File: src/rtl/pal_pkg.sv
`timescale 1ns / 1ps
package pal_pkg;

  localparam int MAX_ENTRIES = 64;
  localparam int DATA_WIDTH  = 32;
  localparam int IDX_W       = $clog2(MAX_ENTRIES);
  localparam int CNT_W       = $clog2(MAX_ENTRIES + 1);

  typedef enum logic [3:0] {
    CMD_GET       = 4'd0,
    CMD_SET       = 4'd1,
    CMD_SEARCH    = 4'd2,
    CMD_INS_FIRST = 4'd3,
    CMD_INS_AT    = 4'd4,
    CMD_INS_LAST  = 4'd5,
    CMD_DEL_FIRST = 4'd6,
    CMD_DEL_AT    = 4'd7,
    CMD_DEL_LAST  = 4'd8,
    CMD_CLEAR     = 4'd9
  } pal_cmd_t;

  typedef enum logic [1:0] {
    ST_OK    = 2'd0,
    ST_FULL  = 2'd1,
    ST_EMPTY = 2'd2,
    ST_RANGE = 2'd3
  } pal_status_t;

  typedef enum logic [2:0] {
    OPC_NONE,
    OPC_GET,
    OPC_SET,
    OPC_SEARCH,
    OPC_INSERT,
    OPC_DELETE
  } pal_opc_t;

  typedef enum logic [3:0] {
    S_IDLE,
    S_DECODE,
    S_GET_CAP,
    S_SEARCH,
    S_SHIFT,
    S_DRAIN,
    S_WRITE,
    S_RESP
  } pal_state_t;

  typedef struct packed {
    logic [3:0]         command;
    logic [5:0]         position;
    logic signed [31:0] value;
  } pal_in_t;

  typedef struct packed {
    logic signed [31:0] read_value;
    logic               found;
    logic [6:0]         length;
    logic [1:0]         status;
  } pal_out_t;

  // Commands from the controller to the datapath.
  typedef struct packed {
    logic load;
    logic rd_ptr;
    logic rd_pos;
    logic shift;
    logic search;
    logic step;
    logic cap;
    logic wr_val;
  } pal_ctl_t;

  // Status from the datapath to the controller.
  typedef struct packed {
    pal_opc_t opc;
    logic     ok;
    logic     work;
    logic     at_end;
  } pal_sts_t;

endpackage

File: src/rtl/pal_ctrl.sv
`timescale 1ns / 1ps
module pal_ctrl import pal_pkg::*; (
  input  logic     clk,
  input  logic     rst_n,
  input  logic     start,
  output logic     busy,
  output logic     out_strobe,
  input  pal_sts_t sts,
  output pal_ctl_t ctl
);

  pal_state_t state_r, state_nxt;

  always_ff @(posedge clk) begin
    if (!rst_n) begin
      state_r <= S_IDLE;
    end else begin
      state_r <= state_nxt;
    end
  end

  always_comb begin
    state_nxt = state_r;
    case (state_r)
      S_IDLE: begin
        if (start) state_nxt = S_DECODE;
      end
      S_DECODE: begin
        if (!sts.ok) begin
          state_nxt = S_RESP;
        end else begin
          case (sts.opc)
            OPC_GET:    state_nxt = S_GET_CAP;
            OPC_SET:    state_nxt = S_WRITE;
            OPC_SEARCH: state_nxt = sts.work ? S_SEARCH : S_RESP;
            OPC_INSERT: state_nxt = sts.work ? S_SHIFT : S_WRITE;
            OPC_DELETE: state_nxt = sts.work ? S_SHIFT : S_RESP;
            default:    state_nxt = S_RESP;
          endcase
        end
      end
      S_GET_CAP: state_nxt = S_RESP;
      S_SEARCH: begin
        if (sts.at_end) state_nxt = S_DRAIN;
      end
      S_SHIFT: begin
        if (sts.at_end) state_nxt = S_DRAIN;
      end
      // Lets the last pending shift write or search compare complete.
      S_DRAIN: state_nxt = (sts.opc == OPC_INSERT) ? S_WRITE : S_RESP;
      S_WRITE: state_nxt = S_RESP;
      S_RESP:  state_nxt = S_IDLE;
      default: state_nxt = S_IDLE;
    endcase
  end

  always_comb begin
    ctl        = '0;
    busy       = (state_r != S_IDLE);
    out_strobe = 1'b0;
    case (state_r)
      S_IDLE: begin
        ctl.load = start;
      end
      S_DECODE: begin
        ctl.rd_pos = sts.ok && (sts.opc == OPC_GET);
      end
      S_GET_CAP: begin
        ctl.cap = 1'b1;
      end
      S_SEARCH: begin
        ctl.rd_ptr = 1'b1;
        ctl.search = 1'b1;
        ctl.step   = !sts.at_end;
      end
      S_SHIFT: begin
        ctl.rd_ptr = 1'b1;
        ctl.shift  = 1'b1;
        ctl.step   = !sts.at_end;
      end
      S_WRITE: begin
        ctl.wr_val = 1'b1;
      end
      S_RESP: begin
        out_strobe = 1'b1;
      end
      default: begin
        ctl = '0;
      end
    endcase
  end

endmodule

File: src/rtl/pal_dp.sv
`timescale 1ns / 1ps
module pal_dp import pal_pkg::*; (
  input  logic     clk,
  input  logic     rst_n,
  input  pal_in_t  in_item,
  input  pal_ctl_t ctl,
  output pal_sts_t sts,
  output pal_out_t out_item
);

  logic [DATA_WIDTH-1:0] mem [MAX_ENTRIES];

  logic [CNT_W-1:0]      cnt_r;
  pal_opc_t              opc_r;
  logic                  ok_r;
  logic                  work_r;
  logic [IDX_W-1:0]      eff_r;
  logic [IDX_W-1:0]      ptr_r;
  logic [IDX_W-1:0]      end_r;
  logic [DATA_WIDTH-1:0] val_r;
  pal_status_t           status_r;
  logic                  found_r;
  logic [DATA_WIDTH-1:0] rval_r;
  logic [DATA_WIDTH-1:0] rdata_r;
  logic                  pend_r;
  logic [IDX_W-1:0]      pend_addr_r;
  logic                  srch_pend_r;

  pal_opc_t         opc_c;
  pal_status_t      status_c;
  logic             work_c;
  logic [CNT_W-1:0] pos_c;
  logic [CNT_W-1:0] eff_c;
  logic [CNT_W-1:0] start_c;
  logic [CNT_W-1:0] end_c;
  logic [CNT_W-1:0] cnt_c;

  // Precondition checks and loop bounds, worked out as the item is taken.
  always_comb begin
    pos_c    = CNT_W'(in_item.position);
    opc_c    = OPC_NONE;
    status_c = ST_OK;
    work_c   = 1'b0;
    eff_c    = pos_c;
    start_c  = '0;
    end_c    = '0;
    cnt_c    = cnt_r;
    case (in_item.command)
      CMD_GET, CMD_SET: begin
        opc_c = (in_item.command == CMD_GET) ? OPC_GET : OPC_SET;
        if (cnt_r == '0) begin
          status_c = ST_EMPTY;
        end else if (pos_c >= cnt_r) begin
          status_c = ST_RANGE;
        end
      end
      CMD_SEARCH: begin
        opc_c   = OPC_SEARCH;
        work_c  = (cnt_r != '0);
        start_c = '0;
        end_c   = cnt_r - CNT_W'(1);
      end
      CMD_INS_FIRST, CMD_INS_AT, CMD_INS_LAST: begin
        opc_c = OPC_INSERT;
        if (in_item.command == CMD_INS_FIRST) begin
          eff_c = '0;
        end else if (in_item.command == CMD_INS_LAST) begin
          eff_c = cnt_r;
        end
        if (cnt_r >= CNT_W'(MAX_ENTRIES)) begin
          status_c = ST_FULL;
        end else if (in_item.command == CMD_INS_AT && pos_c > cnt_r) begin
          status_c = ST_RANGE;
        end else begin
          cnt_c = cnt_r + CNT_W'(1);
        end
        work_c  = (eff_c != cnt_r);
        start_c = cnt_r - CNT_W'(1);
        end_c   = eff_c;
      end
      CMD_DEL_FIRST, CMD_DEL_AT, CMD_DEL_LAST: begin
        opc_c = OPC_DELETE;
        if (in_item.command == CMD_DEL_FIRST) begin
          eff_c = '0;
        end else if (in_item.command == CMD_DEL_LAST) begin
          eff_c = cnt_r - CNT_W'(1);
        end
        if (cnt_r == '0) begin
          status_c = ST_EMPTY;
        end else if (in_item.command == CMD_DEL_AT && pos_c >= cnt_r) begin
          status_c = ST_RANGE;
        end else begin
          cnt_c = cnt_r - CNT_W'(1);
        end
        work_c  = ((eff_c + CNT_W'(1)) < cnt_r);
        start_c = eff_c + CNT_W'(1);
        end_c   = cnt_r - CNT_W'(1);
      end
      CMD_CLEAR: begin
        cnt_c = '0;
      end
      default: begin
        opc_c = OPC_NONE;
      end
    endcase
  end

  always_ff @(posedge clk) begin
    if (!rst_n) begin
      cnt_r       <= '0;
      pend_r      <= 1'b0;
      srch_pend_r <= 1'b0;
      found_r     <= 1'b0;
    end else begin
      pend_r      <= ctl.rd_ptr && ctl.shift;
      srch_pend_r <= ctl.rd_ptr && ctl.search;
      if (ctl.load) begin
        cnt_r   <= cnt_c;
        found_r <= 1'b0;
      end else if (srch_pend_r && (rdata_r == val_r)) begin
        found_r <= 1'b1;
      end
    end
  end

  always_ff @(posedge clk) begin
    if (ctl.load) begin
      opc_r    <= opc_c;
      ok_r     <= (status_c == ST_OK);
      status_r <= status_c;
      work_r   <= work_c;
      eff_r    <= eff_c[IDX_W-1:0];
      ptr_r    <= start_c[IDX_W-1:0];
      end_r    <= end_c[IDX_W-1:0];
      val_r    <= in_item.value[DATA_WIDTH-1:0];
      rval_r   <= '0;
    end else begin
      if (ctl.step) begin
        ptr_r <= (opc_r == OPC_INSERT) ? ptr_r - IDX_W'(1) : ptr_r + IDX_W'(1);
      end
      if (ctl.cap) begin
        rval_r <= rdata_r;
      end
    end
    if (ctl.rd_ptr) begin
      pend_addr_r <= (opc_r == OPC_INSERT) ? ptr_r + IDX_W'(1) : ptr_r - IDX_W'(1);
    end
  end

  // An entry read during a shift is written one slot over in the next cycle.
  always_ff @(posedge clk) begin
    if (pend_r) begin
      mem[pend_addr_r] <= rdata_r;
    end else if (ctl.wr_val) begin
      mem[eff_r] <= val_r;
    end
  end

  always_ff @(posedge clk) begin
    if (ctl.rd_ptr) begin
      rdata_r <= mem[ptr_r];
    end else if (ctl.rd_pos) begin
      rdata_r <= mem[eff_r];
    end
  end

  always_comb begin
    sts.opc    = opc_r;
    sts.ok     = ok_r;
    sts.work   = work_r;
    sts.at_end = (ptr_r == end_r);
  end

  always_comb begin
    out_item.read_value = rval_r;
    out_item.found      = found_r;
    out_item.length     = cnt_r;
    out_item.status     = status_r;
  end

endmodule

File: src/rtl/positional_array_list.sv
`timescale 1ns / 1ps
// Clear, refused and unknown items and a delete that needs no shift go from S_DECODE straight
// to S_RESP; get, set and an insert that needs no shift pass S_GET_CAP or S_WRITE first. Search,
// shifting insert and shifting delete walk one entry per cycle, a search at most MAX_ENTRIES.
// One item is in work at a time; busy stays high through the result cycle, and a new item can
// start in the cycle after out_strobe. out_strobe marks one cycle and cannot be held.
// Synchronous active-low reset empties the list at once; entry contents stay unknown.
module positional_array_list import pal_pkg::*; (
  input  logic     clk,
  input  logic     rst_n,
  input  logic     start,
  output logic     busy,
  input  pal_in_t  in_item,
  output logic     out_strobe,
  output pal_out_t out_item
);

  pal_ctl_t ctl;
  pal_sts_t sts;

  pal_ctrl u_ctrl (
    .clk        (clk),
    .rst_n      (rst_n),
    .start      (start),
    .busy       (busy),
    .out_strobe (out_strobe),
    .sts        (sts),
    .ctl        (ctl)
  );

  pal_dp u_dp (
    .clk      (clk),
    .rst_n    (rst_n),
    .in_item  (in_item),
    .ctl      (ctl),
    .sts      (sts),
    .out_item (out_item)
  );

endmodule

File: config.mk
export PLATFORM = sky130hd
export DESIGN_NAME = positional_array_list
export DESIGN_NICKNAME = d
export VERILOG_FILES = /design/src/rtl/pal_pkg.sv /design/src/rtl/pal_ctrl.sv /design/src/rtl/pal_dp.sv /design/src/rtl/positional_array_list.sv
export SDC_FILE = /design/constraint.sdc
export NUM_CORES = 2
export LEC_CHECK = 0
export BUFFER_PORTS_ARGS = -buffer_cell sky130_fd_sc_hd__buf_4
export CAP_MARGIN = 5
export CORE_MARGIN = 8
export CORE_UTILIZATION = 35
export CTS_CLUSTER_SIZE = 25
export DETAILED_ROUTE_END_ITERATION = 10
export GPL_ROUTABILITY_DRIVEN = 0
export SKIP_LAST_GASP = 1
export SYNTH_ARGS = -nofsm -noshare
export SYNTH_HDL_FRONTEND = slang
export SYNTH_SLANG_ARGS = --single-unit
File: constraint.sdc
create_clock -name clk -period 3.9 [get_ports clk]
set_input_delay 0.195 -clock clk [delete_from_list [all_inputs] [get_ports clk]]
set_output_delay 0.195 -clock clk [all_outputs]
set_load 0.03 [all_outputs]
==> impl_metrics.yaml <==
drt:
  drt-vias-per-instance: 6.34
  drtIter0Drc: 9674
  wl_met1_um: 138000
  top_layer_used: "met5"
  ant_nets: 0
  first_pass_iters: 9
  route.detailed.drc: 0
  via_count: 65192
  totalWireLength_um: 371000
  met3_wirelength_um: 46600
  dr_wl_met2_um: 166000
  routedWlPerCell_um: 36.1
setup_path:
  arrival_ns: 4.17
  cp.buffers_inverters: 1
  critPathKind: "reg -> reg"
  regToRegStartpoint: "u_ctrl.state_r[1]"
  critPathMaxFanout: 25
  cp.required_ns: 4.41
  crit_chain: "nand3b_1 > nor2_4 > nand3b_1 > o21ai_0 > nand2_1 > nor2_4 > buf_12"
  crit_slowest_cell: "nor2_4"
  end_kind: "flip-flop"
  crit_path_start_kind: "flip-flop"
  r2r_slack_ns: 0.24
  critPathMaxStageDelay_ns: 0.61
  worstSetupPathDepth: 7
  crit_family: "simple AND/OR/NAND/NOR gates"
  reg2reg_depth: 7
  startpoint: "u_ctrl.state_r[1]"
power:
  power.share.clock: 0.235
  internal_power_w: 0.0581
  p_comb_frac: 0.415
  switchingPower_w: 0.0353
  swShare: 0.378
  vdd_drop_max_v: 0.000607
  p_per_area_nw_per_um2: 777
  power_leakage_nw: 38.4
  p_seq_frac: 0.350
  p_total_w: 0.0934
global_route:
  grt_pass1_wl_um: 509000
  track_usage: 0.230
  antenna_found_initial: 11
  grt_max_degree: 71
  grt.overflow.total: 0
  grt_pass1_vias: 64004
final_layout:
  layout.cells.non_filler: 10288
  synthToLayoutAreaGrowth_pct: 16.4
  final_area_um2: 120000
  regArea_um2: 65500
  multi_input_area_um2: 36000
  n_fill_cell: 25838
  drive_above_1_share: 0.300
  final_net_count: 6238
job:
  maxCapViolations: 1
hold_path:
  holdPathStages: 2
  min_path_type: "in -> reg"
  min_from: "in_item[19]"
timing:
  worstMarginPinSlew_ns: 1.51
  fin_crit_ns: 3.66
  tns_ns: 0
  fin_skew_ns: 0.0630
  hold_slack_ns: 0.0483
  slew_headroom: -0.0174
  rsz0062_at_grt: "no"
  slew_viol_final: 3
  setup_violations: 0
  period_share: 0.938
  hold_violations: 0
  fmax_mhz: 273
logic_synthesis:
  synth_area_leader_cell: "edfxtp_1"
  ys_seq_area_frac: 0.635
  yosys-top-cells-area: "edfxtp_1, mux4_2, mux2i_1"
  async_flop_share: 0
  synth_cell_types: 80
  ys_warn_count: 0
  synthFlopType: "edfxtp_1"
  synth_cells: 5798
  ys_seq_elements: 2200
  synthesis.area_um2: 103000
  syn-num-nets: 5861
  synth.most_common_cell: "edfxtp_1"
  avgSynthCellArea_um2: 17.8
  synth_common_cells: "edfxtp_1, mux4_2, nand2_1"
  yosysTopAreaCellShare: 0.624
  synth_edf_count: 2143
clock_tree:
  cts-buffers-inserted: 228
  clk_root_buffer_cell: "clkbuf_16"
  cts.repair.resized: 0
  cts_tree: "yes"
  path_clk_slew_ns: 0.06
  cts_max_level: 4
  clkLatencyLatePin_ns: 0.90
  post_cts_buffers: 0
  clock_sinks: 2200
  clockBufferDepth: 3
  postCtsHoldBufs: 72
floorplan:
  placementRows: 199
  start_util: 0.351
  die_w_um: 559
  io_pins: 89
  core_area_um2: 294000
  die_h_um: 559
  die_area_um2: 312000
outcome:
  status: "finished, violations left"
  failed_checks: "max-capacitance violations, max-slew violations"
place:
  placedInstanceArea_um2: 112000
  portBuffers: 88
  hpwl_um: 236000
  dpl.cell_count: 9791
==> layout by cell type (no fill, tap or decap), types with 24 or more instances in the layout <==
master / n
a21oi_1: 126
a221o_1: 42
a221oi_1: 83
a22oi_1: 107
a31oi_1: 58
buf_12: 128
buf_4: 377
bufinv_16: 25
clkbuf_1: 46
clkbuf_16: 230
clkinv_1: 52
clkinv_2: 42
dfxtp_1: 48
dlygate4sd3_1: 72
edfxtp_1: 2143
inv_1: 24
mux2i_1: 356
mux4_2: 935
nand2_1: 350
nand2_2: 24
nand2b_1: 31
nand3_1: 73
nor2_1: 256
nor2_4: 68
nor3_1: 39
o211ai_1: 50
o21ai_0: 111
o22ai_1: 66
xnor2_1: 48
==> routing by layer <==
metal | GRT usage | up-vias
li1 | - | 25175
met4 | 0.109 | 2
met3 | 0.0661 | 905
met5 | 0 | -
met1 | 0.304 | 34419
met2 | 0.351 | 4691
==> state kept, by name (all words and copies together) (netlist names), 2 cells and up, named ones only <==
name              flops
u_ctrl.state_r        3
u_dp.cnt_r            7
u_dp.eff_r            6
u_dp.end_r            6
u_dp.mem           2048
u_dp.opc_r            3
u_dp.pend_addr_r      6
u_dp.ptr_r            6
u_dp.rdata_r         32
u_dp.rval_r          32
u_dp.status_r         2
u_dp.val_r           32
==> path summary, 6_finish.rpt <==
check / to
setup / recovery: u_dp.mem[26][20]
setup reg to reg: u_dp.mem[26][20]
hold / removal: u_dp.val_r[19]
hold reg to reg: u_dp.rval_r[1]
==> area by class of cell <==
| type | count | share of cell area |
|---|---|---|
| Clock buffer | 281 | 0.0499 |
| Multi-Input combinational cell | 3136 | 0.299 |
| Tap cell | 3919 | 0.0408 |
| Clock inverter | 139 | 0.0121 |
| Sequential cell | 2200 | 0.545 |
| Inverter | 29 | 0.000979 |
| Timing Repair Buffer | 580 | 0.0512 |
| Antenna cell | 4 | 0.0000833 |
==> power groups by stage <==
stage / Clock, W / Sequential, W / Combinational [W]
2_1_floorplan: 0 / 0.0320 / 0.0236
3_3_place_gp: 0 / 0.0330 / 0.0378
3_5_place_dp: 0 / 0.0330 / 0.0381
4_1_cts: 0.0222 / 0.0325 / 0.0382
5_1_grt: 0.0230 / 0.0326 / 0.0401
6_report: 0.0220 / 0.0327 / 0.0388
==> per-stage QoR <==
step,utilization,setup slack [ns]
2_1_floorplan,-,0.241
3_3_place_gp,0.381,0.403
3_5_place_dp,0.381,0.199
4_1_cts,0.409,0.162
5_1_grt,0.409,0.0411
6_report,0.409,0.240
==> logic make-up (layout without fill, tap and decap cells) <==
kind of cell,count (synthesis),after routing,synth area share
muxes,1298,1298,0.240
DFF,2200,2200,0.635
buffers and inverters,462,1029,0.0228
other,0,4,0
adders and majority gates,18,18,0.00218
AOI/OAI and AO/OA,797,797,0.0542
xor gates and xnor gates,61,61,0.00518
and+or+nand+nor,962,962,0.0412
Note: power is estimated with default switching activity, not from simulation.
